[config.mk]
export PLATFORM = sky130hd
export DESIGN_NAME = adc_decimate_smooth_framer_top_flat
export DESIGN_NICKNAME = d
export VERILOG_FILES = /design/src/rtl/core/adsf_pkg.sv /design/src/rtl/core/adsf_req_if.sv /design/src/rtl/core/adsf_rsp_if.sv /design/src/rtl/core/adsf_smoother.sv /design/src/rtl/core/adsf_rsp_queue.sv /design/src/rtl/core/adc_decimate_smooth_framer_top.sv /design/src/flat_wrapper.sv
export SDC_FILE = /design/constraint.sdc
export NUM_CORES = 1
export LEC_CHECK = 0
export BUFFER_PORTS_ARGS = -buffer_cell sky130_fd_sc_hd__buf_4
export CORE_AREA = 2 2 148 150
export CTS_CLUSTER_SIZE = 20
export DETAILED_ROUTE_END_ITERATION = 16
export DIE_AREA = 0 0 150 152
export PLACE_DENSITY = 0.76
export SLEW_MARGIN = 0
export SYNTH_ARGS = -nofsm -noshare
export SYNTH_HDL_FRONTEND = slang
export SYNTH_SLANG_ARGS = --single-unit
[constraint.sdc]
create_clock -name clock -period 7.4 [get_ports clock]
set_input_delay 0.37 -clock clock [delete_from_list [all_inputs] [get_ports clock]]
set_output_delay 0.37 -clock clock [all_outputs]
set_load 0.03 [all_outputs]
[src/rtl/core/adsf_pkg.sv]
package adsf_pkg;

   localparam int CONV_WIDTH   = 12;
   localparam int SAMPLE_WIDTH = 12;
   localparam int WORD_WIDTH   = 16;

   localparam int DECIMATION_DEF    = 8;
   localparam int TAPS_DEF          = 6;
   localparam int FRAME_SAMPLES_DEF = 64;

   localparam logic [WORD_WIDTH-1:0] HEADER_WORD   = 16'hFFFF;
   localparam logic [7:0]            LOW_BYTE_FULL = 8'hFF;

   // The result queue must be a power of two deep; one sample can push two beats.
   localparam int QUEUE_DEPTH     = 4;
   localparam int QUEUE_PTR_WIDTH = $clog2(QUEUE_DEPTH);
   localparam int QUEUE_CNT_WIDTH = $clog2(QUEUE_DEPTH + 1);
   localparam int BURST_MAX       = 2;

   typedef logic [SAMPLE_WIDTH-1:0] sample_type;

   typedef struct packed {
      logic [WORD_WIDTH-1:0] word;
      logic                  is_header;
      logic                  last;
   } rsp_entry_type;

   typedef struct packed {
      logic       valid;
      logic       frame_end;
      sample_type avg;
   } smooth_push_type;

endpackage

[src/rtl/core/adsf_req_if.sv]
interface adsf_req_if import adsf_pkg::*; ();
   logic                  valid;
   logic                  ready;
   logic [CONV_WIDTH-1:0] conversion;

   modport source (output valid, output conversion, input ready);
   modport sink (input valid, input conversion, output ready);
endinterface

[src/rtl/core/adsf_rsp_if.sv]
interface adsf_rsp_if import adsf_pkg::*; ();
   logic                  valid;
   logic                  ready;
   logic [WORD_WIDTH-1:0] word;
   logic                  is_header;
   logic                  last;

   modport source (output valid, output word, output is_header, output last, input ready);
   modport sink (input valid, input word, input is_header, input last, output ready);
endinterface

[src/rtl/core/adsf_smoother.sv]
module adsf_smoother import adsf_pkg::*; #(
   parameter int TAPS          = TAPS_DEF,
   parameter int FRAME_SAMPLES = FRAME_SAMPLES_DEF
) (
   input  logic            clock,
   input  logic            reset,
   input  logic            in_valid,
   input  sample_type      in_sample,
   output smooth_push_type push
);

   localparam int HistDepth   = TAPS - 1;
   localparam int SumWidth    = SAMPLE_WIDTH + $clog2(TAPS);
   localparam int AvgShift    = SumWidth + $clog2(TAPS);
   localparam int MulWidth    = SumWidth + 1;
   localparam int ProdWidth   = SumWidth + MulWidth;
   localparam longint AvgMul  = ((longint'(1) << AvgShift) + longint'(TAPS) - 1) / longint'(TAPS);
   localparam int FrameWidth  = (FRAME_SAMPLES > 1) ? $clog2(FRAME_SAMPLES) : 1;
   localparam logic [FrameWidth-1:0] FrameLast = FrameWidth'(FRAME_SAMPLES - 1);

   logic [HistDepth-1:0][SAMPLE_WIDTH-1:0] hist_ff, hist_in;
   logic [SumWidth-1:0]                    hist_sum_ff, hist_sum_in;
   logic [FrameWidth-1:0]                  frame_ff, frame_in;
   logic [SumWidth-1:0]                    window_sum;
   logic [ProdWidth-1:0]                   avg_product;
   logic                                   frame_end;

   // The running sum of the history avoids a long adder chain over the taps.
   assign window_sum  = hist_sum_ff + SumWidth'(in_sample);
   assign hist_sum_in = window_sum - SumWidth'(hist_ff[0]);

   // Division by the tap count as a reciprocal multiply, exact over the sum's range.
   assign avg_product = ProdWidth'(window_sum) * ProdWidth'(AvgMul);

   for (genvar i = 0; i < HistDepth; i++) begin : g_hist
      if (i == HistDepth - 1) begin : g_newest
         assign hist_in[i] = in_sample;
      end else begin : g_older
         assign hist_in[i] = hist_ff[i + 1];
      end
   end

   assign frame_end = frame_ff == FrameLast;
   assign frame_in  = frame_end ? '0 : frame_ff + 1'b1;

   always_ff @(posedge clock) begin
      if (reset) begin
         hist_ff     <= '0;
         hist_sum_ff <= '0;
         frame_ff    <= '0;
      end else if (in_valid) begin
         hist_ff     <= hist_in;
         hist_sum_ff <= hist_sum_in;
         frame_ff    <= frame_in;
      end
   end

   assign push.valid     = in_valid;
   assign push.frame_end = frame_end;
   assign push.avg       = avg_product[AvgShift +: SAMPLE_WIDTH];

endmodule

[src/rtl/core/adsf_rsp_queue.sv]
module adsf_rsp_queue import adsf_pkg::*; (
   input  logic                       clock,
   input  logic                       reset,
   input  smooth_push_type            push,
   input  logic                       pop_ready,
   output logic                       head_valid,
   output rsp_entry_type              head,
   output logic [QUEUE_CNT_WIDTH-1:0] count
);

   rsp_entry_type                mem_ff [QUEUE_DEPTH];
   logic [QUEUE_PTR_WIDTH-1:0]   wr_ptr_ff, wr_ptr_in, wr_next;
   logic [QUEUE_PTR_WIDTH-1:0]   rd_ptr_ff, rd_ptr_in;
   logic [QUEUE_CNT_WIDTH-1:0]   count_ff, count_in;
   logic [QUEUE_CNT_WIDTH-1:0]   push_count;
   rsp_entry_type                entry_sample, entry_header;
   logic                         pop;

   assign entry_sample = '{word: WORD_WIDTH'(push.avg), is_header: 1'b0, last: !push.frame_end};
   assign entry_header = '{word: HEADER_WORD, is_header: 1'b1, last: 1'b1};

   assign push_count = !push.valid ? '0 :
                       push.frame_end ? QUEUE_CNT_WIDTH'(2) : QUEUE_CNT_WIDTH'(1);

   assign head_valid = count_ff != '0;
   assign head       = mem_ff[rd_ptr_ff];
   assign count      = count_ff;
   assign pop        = head_valid && pop_ready;

   assign wr_next   = wr_ptr_ff + 1'b1;
   assign wr_ptr_in = wr_ptr_ff + QUEUE_PTR_WIDTH'(push_count);
   assign rd_ptr_in = rd_ptr_ff + QUEUE_PTR_WIDTH'(pop);
   assign count_in  = count_ff + push_count - QUEUE_CNT_WIDTH'(pop);

   always_ff @(posedge clock) begin
      if (push.valid) begin
         mem_ff[wr_ptr_ff] <= entry_sample;
      end
      if (push.valid && push.frame_end) begin
         mem_ff[wr_next] <= entry_header;
      end
   end

   always_ff @(posedge clock) begin
      if (reset) begin
         wr_ptr_ff <= '0;
         rd_ptr_ff <= '0;
         count_ff  <= '0;
      end else begin
         wr_ptr_ff <= wr_ptr_in;
         rd_ptr_ff <= rd_ptr_in;
         count_ff  <= count_in;
      end
   end

endmodule

[src/rtl/core/adc_decimate_smooth_framer_top.sv]
// Throughput: one conversion beat per cycle, sustained while results are drained.
// Timing: the beat that closes a decimation group is registered as a sample at the edge
// that takes it; its smoothed beat is offered from the next edge on, and at a frame end
// the header beat follows directly behind it.
// Reset is synchronous and active high: it clears the group position, accumulator,
// smoothing history, frame count and result queue.
module adc_decimate_smooth_framer_top import adsf_pkg::*; #(
   parameter int DECIMATION    = DECIMATION_DEF,
   parameter int TAPS          = TAPS_DEF,
   parameter int FRAME_SAMPLES = FRAME_SAMPLES_DEF
) (
   input  logic       clock,
   input  logic       reset,
   adsf_req_if.sink   req_chan,
   adsf_rsp_if.source rsp_chan
);

   localparam int IndexWidth = $clog2(2 * DECIMATION);
   localparam int AccWidth   = CONV_WIDTH + $clog2(DECIMATION);
   localparam int DecShift   = AccWidth + $clog2(DECIMATION);
   localparam int MulWidth   = AccWidth + 1;
   localparam int ProdWidth  = AccWidth + MulWidth;
   localparam longint DecMul =
      ((longint'(1) << DecShift) + longint'(DECIMATION) - 1) / longint'(DECIMATION);
   localparam logic [IndexWidth-1:0] LastIndex = IndexWidth'(2 * DECIMATION - 1);
   localparam int HeadWidth = QUEUE_CNT_WIDTH + 1;

   logic [IndexWidth-1:0]      index_ff, index_in;
   logic [AccWidth-1:0]        acc_ff, acc_in;
   logic                       s1_valid_ff, s1_valid_in;
   sample_type                 s1_sample_ff;
   logic [ProdWidth-1:0]       dec_product;
   sample_type                 dec_quot, dec_fixed;
   logic                       req_accept, group_end;
   smooth_push_type            push;
   rsp_entry_type              head;
   logic                       head_valid;
   logic [QUEUE_CNT_WIDTH-1:0] queue_count;

   // Room is reserved for the sample in flight as well as for this beat's own pair.
   assign req_chan.ready = HeadWidth'(queue_count) +
                           (s1_valid_ff ? HeadWidth'(BURST_MAX) : HeadWidth'(0))
                           <= HeadWidth'(QUEUE_DEPTH - BURST_MAX);

   assign req_accept = req_chan.valid && req_chan.ready;
   assign group_end  = index_ff == LastIndex;

   always_comb begin
      index_in = index_ff;
      acc_in   = acc_ff;
      if (req_accept) begin
         if (group_end) begin
            index_in = '0;
            acc_in   = '0;
         end else begin
            index_in = index_ff + 1'b1;
            if (!index_ff[0]) begin
               acc_in = acc_ff + AccWidth'(req_chan.conversion);
            end
         end
      end
   end

   // The closing beat sits at an odd position, so the accumulator already holds the group sum.
   assign dec_product = ProdWidth'(acc_ff) * ProdWidth'(DecMul);
   assign dec_quot    = dec_product[DecShift +: SAMPLE_WIDTH];
   assign dec_fixed   = (dec_quot[7:0] == LOW_BYTE_FULL) ? dec_quot - 1'b1 : dec_quot;
   assign s1_valid_in = req_accept && group_end;

   always_ff @(posedge clock) begin
      if (reset) begin
         index_ff    <= '0;
         acc_ff      <= '0;
         s1_valid_ff <= 1'b0;
      end else begin
         index_ff    <= index_in;
         acc_ff      <= acc_in;
         s1_valid_ff <= s1_valid_in;
      end
   end

   always_ff @(posedge clock) begin
      if (s1_valid_in) begin
         s1_sample_ff <= dec_fixed;
      end
   end

   adsf_smoother #(
      .TAPS          (TAPS),
      .FRAME_SAMPLES (FRAME_SAMPLES)
   ) u_smoother (
      .clock     (clock),
      .reset     (reset),
      .in_valid  (s1_valid_ff),
      .in_sample (s1_sample_ff),
      .push      (push)
   );

   adsf_rsp_queue u_queue (
      .clock      (clock),
      .reset      (reset),
      .push       (push),
      .pop_ready  (rsp_chan.ready),
      .head_valid (head_valid),
      .head       (head),
      .count      (queue_count)
   );

   assign rsp_chan.valid     = head_valid;
   assign rsp_chan.word      = head.word;
   assign rsp_chan.is_header = head.is_header;
   assign rsp_chan.last      = head.last;

endmodule

[src/flat_wrapper.sv]
// flat-port wrapper written by rule: the top's interface ports become plain ports
module adc_decimate_smooth_framer_top_flat import adsf_pkg::*;
#(
   parameter int DECIMATION    = DECIMATION_DEF,
   parameter int TAPS          = TAPS_DEF,
   parameter int FRAME_SAMPLES = FRAME_SAMPLES_DEF
)
  (clock, reset, req_chan_valid, req_chan_conversion, req_chan_ready, rsp_chan_valid, rsp_chan_word, rsp_chan_is_header, rsp_chan_last, rsp_chan_ready);
  adsf_req_if req_chan_i ();
  adsf_rsp_if rsp_chan_i ();
  input  logic clock;
  input  logic reset;
  input wire logic [$bits(req_chan_i.valid)-1:0] req_chan_valid;
  input wire logic [$bits(req_chan_i.conversion)-1:0] req_chan_conversion;
  output wire logic [$bits(req_chan_i.ready)-1:0] req_chan_ready;
  output wire logic [$bits(rsp_chan_i.valid)-1:0] rsp_chan_valid;
  output wire logic [$bits(rsp_chan_i.word)-1:0] rsp_chan_word;
  output wire logic [$bits(rsp_chan_i.is_header)-1:0] rsp_chan_is_header;
  output wire logic [$bits(rsp_chan_i.last)-1:0] rsp_chan_last;
  input wire logic [$bits(rsp_chan_i.ready)-1:0] rsp_chan_ready;
  assign req_chan_i.valid = req_chan_valid;
  assign req_chan_i.conversion = req_chan_conversion;
  assign req_chan_ready = req_chan_i.ready;
  assign rsp_chan_valid = rsp_chan_i.valid;
  assign rsp_chan_word = rsp_chan_i.word;
  assign rsp_chan_is_header = rsp_chan_i.is_header;
  assign rsp_chan_last = rsp_chan_i.last;
  assign rsp_chan_i.ready = rsp_chan_ready;
  adc_decimate_smooth_framer_top #(.DECIMATION(DECIMATION), .TAPS(TAPS), .FRAME_SAMPLES(FRAME_SAMPLES)) u_core (.clock(clock), .reset(reset), .req_chan(req_chan_i), .rsp_chan(rsp_chan_i));
endmodule
==> reports/qor.csv <==
stage;metric;value;unit
timing;Hold Vio Cnt, Final;0;
drt;Residual DRC;0;
cts;clock net sink count;176;
synthesis;EDFF count, synth;12;
timing;Setup TNS Final;0;ps
floorplanning;Starting Density;56.3;%
floorplanning;Chip Height;152;um
timing;actual slew at the worst max-slew pin;1300;ps
timing;hold_ws;270;ps
drt;ANT nets after route;0;
cells_and_area;share of cells above drive strength 1;13.0;%
timing;fmax;0.137;GHz
cts;hold buffers post-CTS;0;
global_routing;first-pass GRT wire length;40.9;mm
power_and_ir_drop;PD cells;166;nW/um2
drt;TritonRoute pass-1 iters;5;
setup_path;reg2reg end;u_core.u_queue.mem_ff[2][12];
synthesis;sequential fraction of the synthesis area;30.3;%
setup_path;critical path capture point type;flip-flop;
timing;Final Cycle Share;98.8;%
drt;1st-iter DRT viols;449;
floorplanning;CORE AREA;21400;um2
global_routing;global route overflow;0;
timing;final setup violation count;0;
placed_design;Post-DP HPWL;18.5;mm
power_and_ir_drop;Leak;5.96;nW
cells_and_area;Final Util;63.6;%
synthesis;mapped cell area;12000;um2
synthesis;Syn Inst Count;1268;
setup_path;Crit Path Max Fanout;4;
floorplanning;Die X-Extent;150;um
synthesis;largest family of logic cells by synthesized area;adder cells;
cells_and_area;Antenna diodes;0;
cts;Worst-Skew Late Latency;440;ps
timing;fin. max-slew vios;0;
setup_path;CP peak stage delay;600;ps
synthesis;yosys warns;0;
timing;Min Clock Period, post-route;7310;ps
synthesis;Synth Area per Inst;9.49;um2
drt;WL/cell;15.6;um
floorplanning;boundary pin count;36;
floorplanning;FP Rows;54;
cts;clock buffer count from CTS;17;
global_routing;Global Route Usage Sum;22.0;%
min_path;worst min-delay path endpoint;u_core.index_ff[1];
status;status;finished, final reports clean;
setup_path;CP max-delay cell;fa_2;
drt;vias;8968;
synthesis;adder-cell share of the synthesized area;26.0;%
placed_design;routability cong.;0.892;
setup_path;top cell family by delay on the critical path;adder cells;
setup_path;Worst Path Arrival;7580;ps
power_and_ir_drop;peak supply drop;0.153;mV
synthesis;mux contribution to synthesized area;8.20;%
placed_design;Buffers on Ports;35;
timing;RSZ-0062 raised after global routing;yes;
synthesis;Synth Area in XOR/XNOR;4.40;%
placed_design;Placed Area;12700;um2
synthesis;Yosys cell types;66;
cts;Worst-path clk slew;80;ps
synthesis;ys flop type;dfxtp_1;
min_path;hold path cells;4;
cts;Longest Clk Path Bufs;2;
timing;relative slew slack;11.0;%
min_path;Hold Path Class;in2reg;
synthesis;compound-gate portion of the synthesized area;12.0;%
global_routing;vias in the first global route;8682;
global_routing;initial antenna violation count;0;
timing;Clock Skew;14.7;ps
run;Max-Cap Viols;0;
synthesis;asr flop ratio synth;0;%
drt;vias per cell;5.59;
drt;drt total wl;25.1;mm
setup_path;CP bufs+invs;6;
cts;CTS tree;done;
cells_and_area;Final Instance Area;13600;um2
synthesis;synthesized flop and latch total;176;
setup_path;Startpoint Class;flip-flop;
cts;H-tree depth;4;
cells_and_area;Final #Nets;1538;
synthesis;post-synthesis simple-gate area fraction;12.9;%
setup_path;Crit path required time;7670;ps
setup_path;FF-to-FF setup slack;90;ps
power_and_ir_drop;PnR Total Power;0.00225;W
min_path;Worst Hold Launch;req_chan_valid;
setup_path;FF-to-FF Start;u_core.s1_sample_ff[0];
floorplanning;Die Footprint;22800;um2
cells_and_area;Area Growth Syn to Fin;12.9;%
synthesis;syn nets;1495;
setup_path;crit path kind;reg2reg;
cts;CTS root buffer;clkbuf_16;
setup_path;R2R cell count;29;
global_routing;largest net degree at the start of global routing;76;
[report_power, final]
| group | internal [W] | leakage [nW] | total (W) | switching [W] |
|---|---|---|---|---|
| registers | 0.000989 | 1.43 | 0.00104 | 0.0000552 |
| logic | 0.000138 | 4.23 | 0.000281 | 0.000143 |
| clock network | 0.000489 | 0.299 | 0.000926 | 0.000436 |
| total | 0.00162 | 5.96 | 0.00225 | 0.000634 |
[worst reg2reg max path, delay by kind of cell (launching register included)]
| family | cells | cell delay (ps) |
|---|---|---|
| buffers and inverters | 6 | 480 |
| XOR/XNOR | 2 | 440 |
| adder cells (fa/ha/maj) | 9 | 3590 |
| AND/OR/NAND/NOR | 2 | 220 |
| AO/OA/AOI/OAI | 10 | 2000 |
| flip-flops | 1 | 410 |
[synth_stat cells, types with 3 or more instances]
master	n	area, um2
nand3_1	27	135
o21bai_1	5	37.5
buf_1	10	37.5
mux2i_1	67	671
o211a_1	3	30.0
mux4_2	14	315
o21ai_1	6	30.0
nand4b_1	6	52.6
o211ai_1	43	323
a21oi_1	43	215
a211o_1	4	35.0
nor2_1	117	439
o2111ai_1	3	26.3
clkbuf_1	45	169
nand2_1	108	405
ha_1	146	1830
o21a_1	8	60.1
a21o_1	14	105
a31oi_1	6	37.5
nand2b_1	9	56.3
xnor2_1	42	368
inv_1	134	503
xor2_1	14	123
or3_1	10	62.6
or2_2	3	18.8
fa_1	65	1300
and3_1	11	68.8
dfxtp_1	164	3280
buf_4	4	30.0
nand4_1	8	50.1
o21ai_0	24	120
a211oi_1	12	90.1
nor3_1	15	75.1
a22oi_1	12	90.1
nor2b_1	12	75.1
and2_1	6	37.5
edfxtp_1	12	360
[cells by family (layout without fill, tap and decap cells)]
| kind of cell | after synthesis | after routing |
|---|---|---|
| AOI/OAI and AO/OA | 206 | 206 |
| muxes | 81 | 81 |
| adders and majority gates | 211 | 211 |
| buffers and inverters | 194 | 250 |
| DFF | 176 | 176 |
| xor gates and xnor gates | 58 | 58 |
| and+or+nand+nor | 342 | 342 |
[cells in the final DEF, fill, tap and decap left out, drive strengths merged, types with 5 or more instances in the layout]
cell type,count
and2,6
nand3,27
and3,11
clkbuf,17
edfxtp,12
nor2,117
a31oi,6
ha,146
o21ai,30
nand4,8
o21a,8
clkinv,6
xnor2,43
fa,65
nand2b,9
nand4b,6
xor2,14
a211oi,12
a21oi,44
nor2b,12
or3,10
a22oi,12
o21bai,5
mux2i,67
a21o,14
nor3,17
dfxtp,164
o211ai,43
mux4,14
inv,142
nand2,108
buf,83
[registers in the layout, summed over array words and instances, names as in the netlist, 3 cells and up]
signal / count
u_core.acc_ff: 15
u_core.index_ff: 4
u_core.s1_sample_ff: 12
u_core.u_queue.count: 3
u_core.u_queue.mem_ff: 56
u_core.u_smoother.frame_ff: 6
u_core.u_smoother.hist_ff: 60
u_core.u_smoother.hist_sum_ff: 15
[repair_timing]
action / 4_1_cts / 5_1_grt
setup buffers: 1 / 10
resized for setup: 6 / 29
pin swaps: 4 / 24
setup endpoints to repair: 28 / 36
[cell type report]
cell class	instances	area [um2]
clock buffers	17	425
clock inverters	15	194
flip-flops and latches	176	3650
well taps	280	350
multi-input cells	898	7830
inverters	135	507
repair buffers	83	623
fillers	1743	7770
[through the flow]
stage	instances	setup WS [ps]
3_5_place_dp	1561	-157
6_report	1604	90.5
3_3_place_gp	1561	29.2
5_1_grt	1604	-160
2_1_floorplan	1268	92.1
4_1_cts	1594	33.4
[worst max-delay path by stage]
stage / from / endpoint / slack (ps) / depth (start not counted)
after floorplan: u_core.s1_sample_ff[0] / u_core.u_queue.mem_ff[1][11] / 90 / 27
after global placement: u_core.s1_sample_ff[0] / u_core.u_queue.mem_ff[2][10] / 30 / 29
after detailed placement: u_core.s1_sample_ff[0] / u_core.u_queue.mem_ff[2][10] / -160 / 29
after CTS: u_core.s1_sample_ff[0] / u_core.u_queue.mem_ff[2][12] / 30 / 29
after global routing: u_core.s1_sample_ff[0] / u_core.u_queue.mem_ff[2][12] / -160 / 29
final: u_core.s1_sample_ff[0] / u_core.u_queue.mem_ff[2][12] / 90 / 29
[layer usage]
metal	routed length, um	vias to the layer above	global-route usage (%)
met4	512	0	6.02
met2	12700	173	38.3
li1	-	4444	-
met1	10800	4302	28.3
met3	991	49	3.30
met5	0	-	0
(Power assumes the default switching activity.)
